`config.mk`:
```
export PLATFORM = sky130hd
export DESIGN_NAME = roll_gesture_frame_classifier
export DESIGN_NICKNAME = d
export VERILOG_FILES = /design/src/rtl/rgfc_pkg.sv /design/src/rtl/rgfc_frame_asm.sv /design/src/rtl/rgfc_classify.sv /design/src/rtl/roll_gesture_frame_classifier.sv
export SDC_FILE = /design/constraint.sdc
export NUM_CORES = 1
export LEC_CHECK = 0
export BUFFER_PORTS_ARGS = -buffer_cell sky130_fd_sc_hd__buf_4
export CORE_ASPECT_RATIO = 1.4
export CORE_MARGIN = 4
export CORE_UTILIZATION = 33
export DETAILED_ROUTE_END_ITERATION = 8
export GPL_ROUTABILITY_DRIVEN = 1
export PLACE_DENSITY = 0.55
export SETUP_SLACK_MARGIN = 0.4
export SYNTH_ARGS = -nofsm -noshare
export SYNTH_HDL_FRONTEND = slang
export SYNTH_HIERARCHICAL = 1
export SYNTH_SLANG_ARGS = --single-unit
```
`constraint.sdc`:
```
create_clock -name clk -period 4 [get_ports clk]
set_input_delay 0.2 -clock clk [delete_from_list [all_inputs] [get_ports clk]]
set_output_delay 0.2 -clock clk [all_outputs]
set_load 0.02 [all_outputs]
```
`src/rtl/rgfc_pkg.sv`:
```
// Package: shared types, result codes and frame layout for the roll gesture classifier.
`default_nettype none

package rgfc_pkg;

  // Result codes
  localparam logic [2:0] RES_SAMPLE     = 3'd0;
  localparam logic [2:0] RES_MISALIGNED = 3'd1;
  localparam logic [2:0] RES_NONE       = 3'd2;
  localparam logic [2:0] RES_LEFT       = 3'd3;
  localparam logic [2:0] RES_RIGHT      = 3'd4;

  // Frame layout
  localparam logic [7:0] HEADER_BYTE = 8'hAA;
  localparam int POS_HDR0    = 0;
  localparam int POS_HDR1    = 1;
  localparam int POS_ROLL_LO = 7;
  localparam int POS_ROLL_HI = 8;
  localparam int POS_AX_LO   = 9;
  localparam int POS_AX_HI   = 10;
  localparam int POS_AZ_LO   = 13;
  localparam int POS_AZ_HI   = 14;

  // Window limit
  localparam int         MAX_WINDOW = 63;
  localparam logic [7:0] MAX_WIN_W  = 8'(MAX_WINDOW);

  // Configuration register indexes
  localparam logic [1:0] CFG_ROLL_LIMIT    = 2'd0;
  localparam logic [1:0] CFG_WINDOW_LENGTH = 2'd1;

  localparam logic [14:0] ROLL_LIMIT_RST    = 15'd3500;
  localparam logic [5:0]  WINDOW_LENGTH_RST = 6'd25;

  // Frame fields as seen on the current byte beat
  typedef struct packed {
    logic        end_of_frame;
    logic        header_ok;
    logic [15:0] roll;
    logic [15:0] accel_x;
    logic [15:0] accel_z;
  } frame_t;

  // One result beat
  typedef struct packed {
    logic [2:0]  event_res;
    logic [15:0] roll;
    logic [15:0] accel_x;
    logic [15:0] accel_z;
    logic [5:0]  left_tally;
    logic [5:0]  right_tally;
  } result_t;

endpackage

`default_nettype wire

```
`src/rtl/rgfc_frame_asm.sv`:
```
// Frame assembler: byte position, header check and field capture.
`default_nettype none

module rgfc_frame_asm import rgfc_pkg::*; #(
  parameter int FRAME_BYTES = 19
) (
  input  wire logic       clk,
  input  wire logic       rst_n,
  input  wire logic       beat,
  input  wire logic [7:0] rx_byte,
  output frame_t          frame
);

  localparam int PW = $clog2(FRAME_BYTES);
  localparam logic [PW-1:0] END_POS = PW'(FRAME_BYTES - 1);

  logic [PW-1:0] pos_r, pos_nxt;
  logic          hdr_r, hdr_nxt;
  logic [15:0]   roll_r, roll_nxt;
  logic [15:0]   ax_r, ax_nxt;
  logic [15:0]   az_r, az_nxt;

  // Capture the byte into its field by position
  always_comb begin
    hdr_nxt  = hdr_r;
    roll_nxt = roll_r;
    ax_nxt   = ax_r;
    az_nxt   = az_r;
    unique case (pos_r)
      PW'(POS_HDR0):    hdr_nxt = (rx_byte == HEADER_BYTE);
      PW'(POS_HDR1):    hdr_nxt = hdr_r && (rx_byte == HEADER_BYTE);
      PW'(POS_ROLL_LO): roll_nxt = {roll_r[15:8], rx_byte};
      PW'(POS_ROLL_HI): roll_nxt = {rx_byte, roll_r[7:0]};
      PW'(POS_AX_LO):   ax_nxt = {ax_r[15:8], rx_byte};
      PW'(POS_AX_HI):   ax_nxt = {rx_byte, ax_r[7:0]};
      PW'(POS_AZ_LO):   az_nxt = {az_r[15:8], rx_byte};
      PW'(POS_AZ_HI):   az_nxt = {rx_byte, az_r[7:0]};
      default: ;
    endcase
    pos_nxt = (pos_r >= END_POS) ? '0 : pos_r + 1'b1;
  end

  // Advance on each accepted beat
  always_ff @(posedge clk) begin
    if (!rst_n) begin
      pos_r  <= '0;
      hdr_r  <= 1'b0;
      roll_r <= '0;
      ax_r   <= '0;
      az_r   <= '0;
    end else if (beat) begin
      pos_r  <= pos_nxt;
      hdr_r  <= hdr_nxt;
      roll_r <= roll_nxt;
      ax_r   <= ax_nxt;
      az_r   <= az_nxt;
    end
  end

  // Fields include the current byte, so a late field byte on the frame end counts
  assign frame.end_of_frame = (pos_r >= END_POS);
  assign frame.header_ok    = hdr_nxt;
  assign frame.roll         = roll_nxt;
  assign frame.accel_x      = ax_nxt;
  assign frame.accel_z      = az_nxt;

endmodule

`default_nettype wire

```
`src/rtl/rgfc_classify.sv`:
```
// Classifier: window sample counting, left/right tallies and gesture decision.
`default_nettype none

module rgfc_classify import rgfc_pkg::*; (
  input  wire logic        clk,
  input  wire logic        rst_n,
  input  wire logic        beat,
  input  wire frame_t      frame,
  input  wire logic [14:0] roll_limit,
  input  wire logic [5:0]  window_length,
  output result_t          result
);

  logic [5:0] sample_r, left_r, right_r;
  logic [5:0] sample_nxt, left_nxt, right_nxt;

  logic [7:0]         win;
  logic [7:0]         half;
  logic               full;
  logic signed [16:0] roll_s, lim_s;
  logic               is_left, is_right;

  // Clamp window and compare roll against the limit
  always_comb begin
    win      = ({2'b00, window_length} > MAX_WIN_W) ? MAX_WIN_W : {2'b00, window_length};
    half     = win >> 1;
    full     = ({2'b00, sample_r} >= win);
    roll_s   = {frame.roll[15], frame.roll};
    lim_s    = {2'b00, roll_limit};
    is_left  = (roll_s < -lim_s);
    is_right = (roll_s > lim_s);
  end

  // Build result and next counts
  always_comb begin
    sample_nxt = sample_r;
    left_nxt   = left_r;
    right_nxt  = right_r;
    result.roll        = frame.roll;
    result.accel_x     = frame.accel_x;
    result.accel_z     = frame.accel_z;
    result.left_tally  = left_r;
    result.right_tally = right_r;
    if (!frame.header_ok) begin
      result.event_res = RES_MISALIGNED;
      result.roll      = '0;
      result.accel_x   = '0;
      result.accel_z   = '0;
    end else if (full) begin
      if ({2'b00, left_r} >= half) begin
        result.event_res = RES_LEFT;
      end else if ({2'b00, right_r} >= half) begin
        result.event_res = RES_RIGHT;
      end else begin
        result.event_res = RES_NONE;
      end
      sample_nxt = '0;
      left_nxt   = '0;
      right_nxt  = '0;
    end else begin
      result.event_res = RES_SAMPLE;
      if (is_left) begin
        left_nxt = left_r + 1'b1;
      end else if (is_right) begin
        right_nxt = right_r + 1'b1;
      end
      sample_nxt = sample_r + 1'b1;
      result.left_tally  = left_nxt;
      result.right_tally = right_nxt;
    end
  end

  // Update counts on the frame-end beat
  always_ff @(posedge clk) begin
    if (!rst_n) begin
      sample_r <= '0;
      left_r   <= '0;
      right_r  <= '0;
    end else if (beat && frame.end_of_frame) begin
      sample_r <= sample_nxt;
      left_r   <= left_nxt;
      right_r  <= right_nxt;
    end
  end

endmodule

`default_nettype wire

```
`src/rtl/roll_gesture_frame_classifier.sv`:
```
// Top level: configuration registers, frame assembler, classifier, result register.
// Result: a result is valid in the cycle after the beat of the last byte of a frame.
// Throughput: one byte per cycle; only a frame-end byte waits while an unread result
// is held in the result register, other bytes are taken regardless.
// Reset (synchronous, rst_n low): byte position, header flag, field holds and all
// counts clear; roll_limit returns to 3500 and window_length to 25.
`default_nettype none

module roll_gesture_frame_classifier import rgfc_pkg::*; #(
  parameter int FRAME_BYTES = 19
) (
  input  wire logic               clk,
  input  wire logic               rst_n,
  input  wire logic               in_valid,
  output logic                    in_ready,
  input  wire logic [7:0]         in_rx_byte,
  output logic                    out_valid,
  input  wire logic               out_ready,
  output logic [2:0]              out_event_res,
  output logic signed [15:0]      out_roll_value,
  output logic signed [15:0]      out_accel_x,
  output logic signed [15:0]      out_accel_z,
  output logic [5:0]              out_left_tally,
  output logic [5:0]              out_right_tally,
  input  wire logic               cfg_we,
  input  wire logic [1:0]         cfg_index,
  input  wire logic [14:0]        cfg_wdata
);

  logic [14:0] roll_limit_r;
  logic [5:0]  window_length_r;
  logic        out_valid_r;
  result_t     res_r;
  frame_t      frame;
  result_t     result;
  logic        beat;

  // Configuration writes
  always_ff @(posedge clk) begin
    if (!rst_n) begin
      roll_limit_r    <= ROLL_LIMIT_RST;
      window_length_r <= WINDOW_LENGTH_RST;
    end else if (cfg_we) begin
      unique case (cfg_index)
        CFG_ROLL_LIMIT:    roll_limit_r <= cfg_wdata;
        CFG_WINDOW_LENGTH: window_length_r <= cfg_wdata[5:0];
        default: ;
      endcase
    end
  end

  // Hold a frame-end byte only while the result register is occupied and out_ready is low
  assign in_ready = !out_valid_r || out_ready || !frame.end_of_frame;
  assign beat     = in_valid && in_ready;

  rgfc_frame_asm #(
    .FRAME_BYTES(FRAME_BYTES)
  ) u_frame_asm (
    .clk     (clk),
    .rst_n   (rst_n),
    .beat    (beat),
    .rx_byte (in_rx_byte),
    .frame   (frame)
  );

  rgfc_classify u_classify (
    .clk           (clk),
    .rst_n         (rst_n),
    .beat          (beat),
    .frame         (frame),
    .roll_limit    (roll_limit_r),
    .window_length (window_length_r),
    .result        (result)
  );

  // Result register: load on frame end, drop when taken
  always_ff @(posedge clk) begin
    if (!rst_n) begin
      out_valid_r <= 1'b0;
    end else if (beat && frame.end_of_frame) begin
      out_valid_r <= 1'b1;
    end else if (out_ready) begin
      out_valid_r <= 1'b0;
    end
  end

  always_ff @(posedge clk) begin
    if (beat && frame.end_of_frame) begin
      res_r <= result;
    end
  end

  assign out_valid       = out_valid_r;
  assign out_event_res   = res_r.event_res;
  assign out_roll_value  = $signed(res_r.roll);
  assign out_accel_x     = $signed(res_r.accel_x);
  assign out_accel_z     = $signed(res_r.accel_z);
  assign out_left_tally  = res_r.left_tally;
  assign out_right_tally = res_r.right_tally;

  // Assertions
  a_ready_when_empty: assert property (@(posedge clk) disable iff (!rst_n)
    !out_valid_r |-> in_ready)
    else $error("input stalled with empty result register");

  a_code_range: assert property (@(posedge clk) disable iff (!rst_n)
    out_valid_r |-> (res_r.event_res <= RES_RIGHT))
    else $error("result code out of range");

  a_misaligned_zero: assert property (@(posedge clk) disable iff (!rst_n)
    (out_valid_r && res_r.event_res == RES_MISALIGNED) |->
      (res_r.roll == 16'd0 && res_r.accel_x == 16'd0 && res_r.accel_z == 16'd0))
    else $error("misaligned result carries field data");

  a_result_on_end: assert property (@(posedge clk) disable iff (!rst_n)
    (beat && frame.end_of_frame) |=> out_valid_r)
    else $error("frame end beat gave no result");

endmodule

`default_nettype wire
```
==> results.rst <==
.. list-table::
   :header-rows: 1

   * - Metric
     - Value
   * - Most instantiated flip-flop cell in the synthesis netlist
     - sky130_fd_sc_hd__dfxtp_1
   * - Warnings from Yosys
     - 6
   * - GP Congestion
     - 0.837
   * - Part of the Yosys area used for sequential elements
     - 0.445
   * - Distinct cells, synth
     - 71
   * - Type of origin of the critical path
     - register
   * - Arrival time at the worst endpoint
     - 3710 ps
   * - Async set-reset flop share out of synthesis
     - 0
   * - Switching power summed over all nets
     - approximately 0.84 mW
   * - Critical Path Most Common Cell
     - sky130_fd_sc_hd__mux2_2
   * - First-pass GRT wire length
     - 35,400 um
   * - Total of fill cells in the finished design
     - 2,557
   * - Clock buffer depth
     - 2
   * - Sinks on the clock net
     - 157
   * - Maximum capacitance violations
     - 0
   * - Summed instance area of the synthesized netlist
     - 8490 um^2
   * - Clock insertion delay at the later pin of the skew report
     - 440 ps
   * - DRC violations left
     - 0
   * - Slew Limit Headroom
     - 0.278
   * - Crit Reg-Reg Startpoint
     - u_frame_asm/pos_r[1]$_SDFFE_PN0P_
   * - Number of instances in the placed design
     - 1,224
   * - CP cell instances
     - inv_2, ha_4, nand2_1, nor2_4, buf_4, buf_12, mux2_2, ha_1, a21oi_1, nor2_1, a211oi_2, o211ai_2, mux2_4, nand3_1, mux2_2
   * - Width of the chip
     - 144 um
   * - Critical setup path kind
     - register to register
   * - Sum Neg Setup Slack
     - 0 ps
   * - Setup repair after global routing missed its margin
     - yes
   * - Non-filler cells, final
     - roughly 1,300
   * - Largest voltage drop on the vdd net
     - 0.000306 V
   * - Number of top-level pins
     - 95
   * - Clock slew seen by the registers of the worst setup and hold paths
     - 70 ps
   * - Initial antenna violation count
     - 0
   * - Count of endpoints failing hold in the final timing report
     - 0
   * - Number of synthesized register bits
     - 157
   * - Static leakage power
     - 4.22 nW
   * - Vertical extent of the die
     - 198 um
   * - Min-Delay Startpoint
     - cfg_wdata[12]
   * - Vias in the first global route
     - 6,456
   * - Class of the tightest hold or removal check
     - input pin to register
   * - Required time at the endpoint of the critical path
     - about 4200 ps
   * - Root Buffer Master
     - sky130_fd_sc_hd__clkbuf_16
   * - Number of iterations in the first detailed-routing pass
     - 5
   * - Finished Cell Area
     - 10,400 um^2
   * - Overflow left after global routing
     - 0
   * - Period utilization
     - 0.881
   * - Avg Synthesized Cell Area
     - 9.99 um^2
   * - Crit. Startpoint
     - u_frame_asm/pos_r[1]$_SDFFE_PN0P_
   * - Sum of routed wire length over all layers
     - about 23,000 um
   * - Layout Skew
     - 10.8 ps
   * - Number of diodes added for antenna fixing
     - 0
   * - Relative contribution of the clock network to total power
     - 0.465
   * - Number of vias in the routed layout
     - 6,710
   * - Layout cells sized above 1
     - 0.249
   * - Family with the most delay on the worst path
     - multiplexers
   * - Maximum net fanout on the critical path
     - 8
   * - Floorplan Core Area
     - 25,400 um^2
   * - Cell with the biggest individual delay on the critical path
     - sky130_fd_sc_hd__mux2_4
   * - Iteration-0 DRC Markers
     - just over 400
   * - Crit. End Element
     - register
   * - CTS tree
     - built
   * - Count of flip-flops with a built-in enable after synthesis
     - 63
   * - Sw frac
     - 0.236
   * - Status
     - finished, final reports clean
   * - Post-synthesis net count
     - 935
   * - Starting Density
     - 0.334
   * - Fmax
     - roughly 280 MHz
   * - # nets final
     - 1,031
   * - Setup Viol. Count Final
     - 0
   * - Area Overhead vs Synth
     - 23.0%
   * - Port Buffers
     - 94
   * - Pin slew with the least headroom to its limit
     - about 1100 ps
   * - Sequential share of power
     - 0.472
   * - Routed WL per cell
     - 17.9 um
   * - Total routing resource utilization after global routing
     - 0.160
   * - Full die area
     - about 28,000 um^2
   * - Cell Pwr Density
     - 341 nW/um^2
   * - Std-Cell Rows
     - 69
   * - Pin count of the biggest net entering global routing
     - 64
   * - Number of antenna-violating nets in the routed design
     - 0
   * - Fin. max-slew vios
     - 0
   * - Placed inst area
     - 9460 um^2
   * - Instance count of the mapped netlist
     - 850
   * - Combinational cell fraction of total power
     - 0.064
   * - Internal power consumption
     - 2.72 mW
   * - Total buffers and inverters traversed by the critical path
     - 3
   * - Crit path largest cell delay
     - 380 ps
   * - Final period demand of the worst path
     - 3520 ps
   * - Vias/cell
     - 5.25
   * - DPL Wire Length
     - 15,900 um
   * - CTS H-tree depth
     - 4
   * - Total clock buffers created by CTS
     - 17
synthesized netlist by cell type, types with 6 or more instances:
cell type	n	area, um^2
sky130_fd_sc_hd__nand3_1	32	160
sky130_fd_sc_hd__xor2_1	6	52.6
sky130_fd_sc_hd__dfxtp_1	94	1880
sky130_fd_sc_hd__nand2b_1	11	68.8
sky130_fd_sc_hd__mux2i_1	14	140
sky130_fd_sc_hd__nor2b_1	8	50.1
sky130_fd_sc_hd__a22o_1	32	280
sky130_fd_sc_hd__buf_4	6	45.0
sky130_fd_sc_hd__nand4_1	11	68.8
sky130_fd_sc_hd__mux2_2	18	203
sky130_fd_sc_hd__or4bb_2	6	75.1
sky130_fd_sc_hd__a31oi_1	12	75.1
sky130_fd_sc_hd__nor2_1	24	90.1
sky130_fd_sc_hd__o211ai_1	11	82.6
sky130_fd_sc_hd__a21oi_1	29	145
sky130_fd_sc_hd__inv_1	43	161
sky130_fd_sc_hd__clkbuf_1	34	128
sky130_fd_sc_hd__and3_1	11	68.8
sky130_fd_sc_hd__nor3_1	7	35.0
sky130_fd_sc_hd__xnor2_1	20	175
sky130_fd_sc_hd__a21o_1	7	52.6
sky130_fd_sc_hd__o21ai_0	19	95.1
sky130_fd_sc_hd__ha_1	55	688
sky130_fd_sc_hd__o22ai_1	33	206
sky130_fd_sc_hd__a21boi_0	10	75.1
sky130_fd_sc_hd__and2_1	52	325
sky130_fd_sc_hd__o21a_1	10	75.1
sky130_fd_sc_hd__edfxtp_1	63	1890
sky130_fd_sc_hd__nand2_1	92	345
sky130_fd_sc_hd__buf_2	7	35.0
logic make-up after synthesis:
logic type,Yosys count,synth area share
AO/OA/AOI/OAI,193,0.164
XOR/XNOR,26,0.0268
adder cells (fa/ha/maj),55,0.0811
buffers and inverters,98,0.0501
flip-flops,157,0.445
multiplexers,33,0.0422
AND/OR/NAND/NOR,288,0.191
cell type report:
cell class	instances	area, um^2	area share
Tap cell	319	399	0.0382
Timing Repair Buffer	130	993	0.0951
Inverter	45	169	0.0162
Multi-Input combinational cell	595	4500	0.430
Sequential cell	157	3790	0.363
Clock inverter	12	131	0.0126
Clock buffer	20	468	0.0448
sequential cells by signal (all words and copies together) (netlist names):
signal               count
u_classify/left_r        6
out_left_tally           6
u_classify/sample_r      6
u_classify/right_r       6
u_frame_asm/ax_r        16
out_event_res            3
u_frame_asm/az_r        16
u_frame_asm/roll_r      16
out_roll_value          16
out_accel_z             16
u_frame_asm/pos_r        5
roll_limit_r            15
out_valid                1
out_right_tally          6
u_frame_asm/hdr_r        1
out_accel_x             16
window_length_r          6
power groups by stage:
| stage | logic (mW) | registers [mW] | clock network (mW) |
|---|---|---|---|
| floorplan | 0.137 | 1.71 | 0 |
| global placement | 0.210 | 1.71 | 0 |
| detailed placement | 0.210 | 1.72 | 0 |
| CTS | 0.215 | 1.68 | 1.70 |
| global route | 0.250 | 1.68 | 1.77 |
| finish | 0.227 | 1.68 | 1.66 |
per-layer routing:
metal  track usage  routed length [um]  part of all wire  up-vias
li1              -                   -                 -     3304
met5             0                   0                 0        -
met2         0.274               11600              0.51      205
met1         0.196                9480              0.42     3149
met3        0.0300                 964             0.042       52
met4        0.0705                 779             0.034        0
final timing paths:
check                                                   endpoint  cells past startpoint  slack [ps]
worst max-delay path                out_right_tally[1]$_DFFE_PP_                     15         480
worst min-delay path               roll_limit_r[12]$_SDFFE_PN0P_                      3          20
worst max register to register      out_right_tally[1]$_DFFE_PP_                     15         480
worst min register to register  u_frame_asm/ax_r[3]$_SDFFE_PN0P_                      2         460
worst reg2reg max path, delay by kind of cell, from the launching register on:
kind / cells / cell delay, ps
AO/OA/AOI/OAI: 3 / 560
adder cells (fa/ha/maj): 2 / 470
buffers and inverters: 3 / 340
flip-flops: 1 / 370
multiplexers: 3 / 1080
AND/OR/NAND/NOR: 4 / 450
stage by stage:
step	worst slack [ps]	power [mW]	hold slack, ps	utilization
2_1_floorplan	428	1.85	342	-
3_3_place_gp	218	1.92	442	0.373
3_5_place_dp	132	1.93	447	0.373
4_1_cts	403	3.60	7.24	0.401
5_1_grt	349	3.70	28.6	0.411
6_report	477	3.56	20.2	0.411
cells in the final DEF (no fill, tap or decap), types with 4 or more instances in the layout:
master / n
sky130_fd_sc_hd__ha_4: 7
sky130_fd_sc_hd__or4bb_2: 6
sky130_fd_sc_hd__a22o_1: 32
sky130_fd_sc_hd__and3_1: 11
sky130_fd_sc_hd__buf_4: 127
sky130_fd_sc_hd__nor2b_1: 8
sky130_fd_sc_hd__clkbuf_16: 18
sky130_fd_sc_hd__xnor2_1: 20
sky130_fd_sc_hd__mux2_4: 5
sky130_fd_sc_hd__inv_2: 7
sky130_fd_sc_hd__o211ai_1: 11
sky130_fd_sc_hd__inv_1: 38
sky130_fd_sc_hd__nand2b_1: 11
sky130_fd_sc_hd__ha_1: 48
sky130_fd_sc_hd__xor2_1: 6
sky130_fd_sc_hd__a31oi_1: 12
sky130_fd_sc_hd__mux2_2: 14
sky130_fd_sc_hd__nand2_1: 91
sky130_fd_sc_hd__a21o_1: 7
sky130_fd_sc_hd__nor2_1: 21
sky130_fd_sc_hd__nor2_4: 4
sky130_fd_sc_hd__o22ai_1: 33
sky130_fd_sc_hd__nand3_1: 30
sky130_fd_sc_hd__nor3_1: 5
sky130_fd_sc_hd__edfxtp_1: 63
sky130_fd_sc_hd__a21oi_1: 28
sky130_fd_sc_hd__o21ai_0: 17
sky130_fd_sc_hd__dfxtp_1: 89
sky130_fd_sc_hd__nand4b_1: 4
sky130_fd_sc_hd__a21boi_0: 9
sky130_fd_sc_hd__and2_1: 52
sky130_fd_sc_hd__nand4_1: 11
sky130_fd_sc_hd__a41oi_1: 4
sky130_fd_sc_hd__mux2i_1: 14
sky130_fd_sc_hd__a31o_2: 4
sky130_fd_sc_hd__o21a_1: 10
timing repair:
item,in CTS,in global routing
pin swaps,7,13
hold endpoints to repair,2,0
setup buffers,9,11
hold buffers,2,0
setup endpoints to repair,16,25
resized for setup,6,37
No activity file was read; power rests on OpenSTA's default activity.
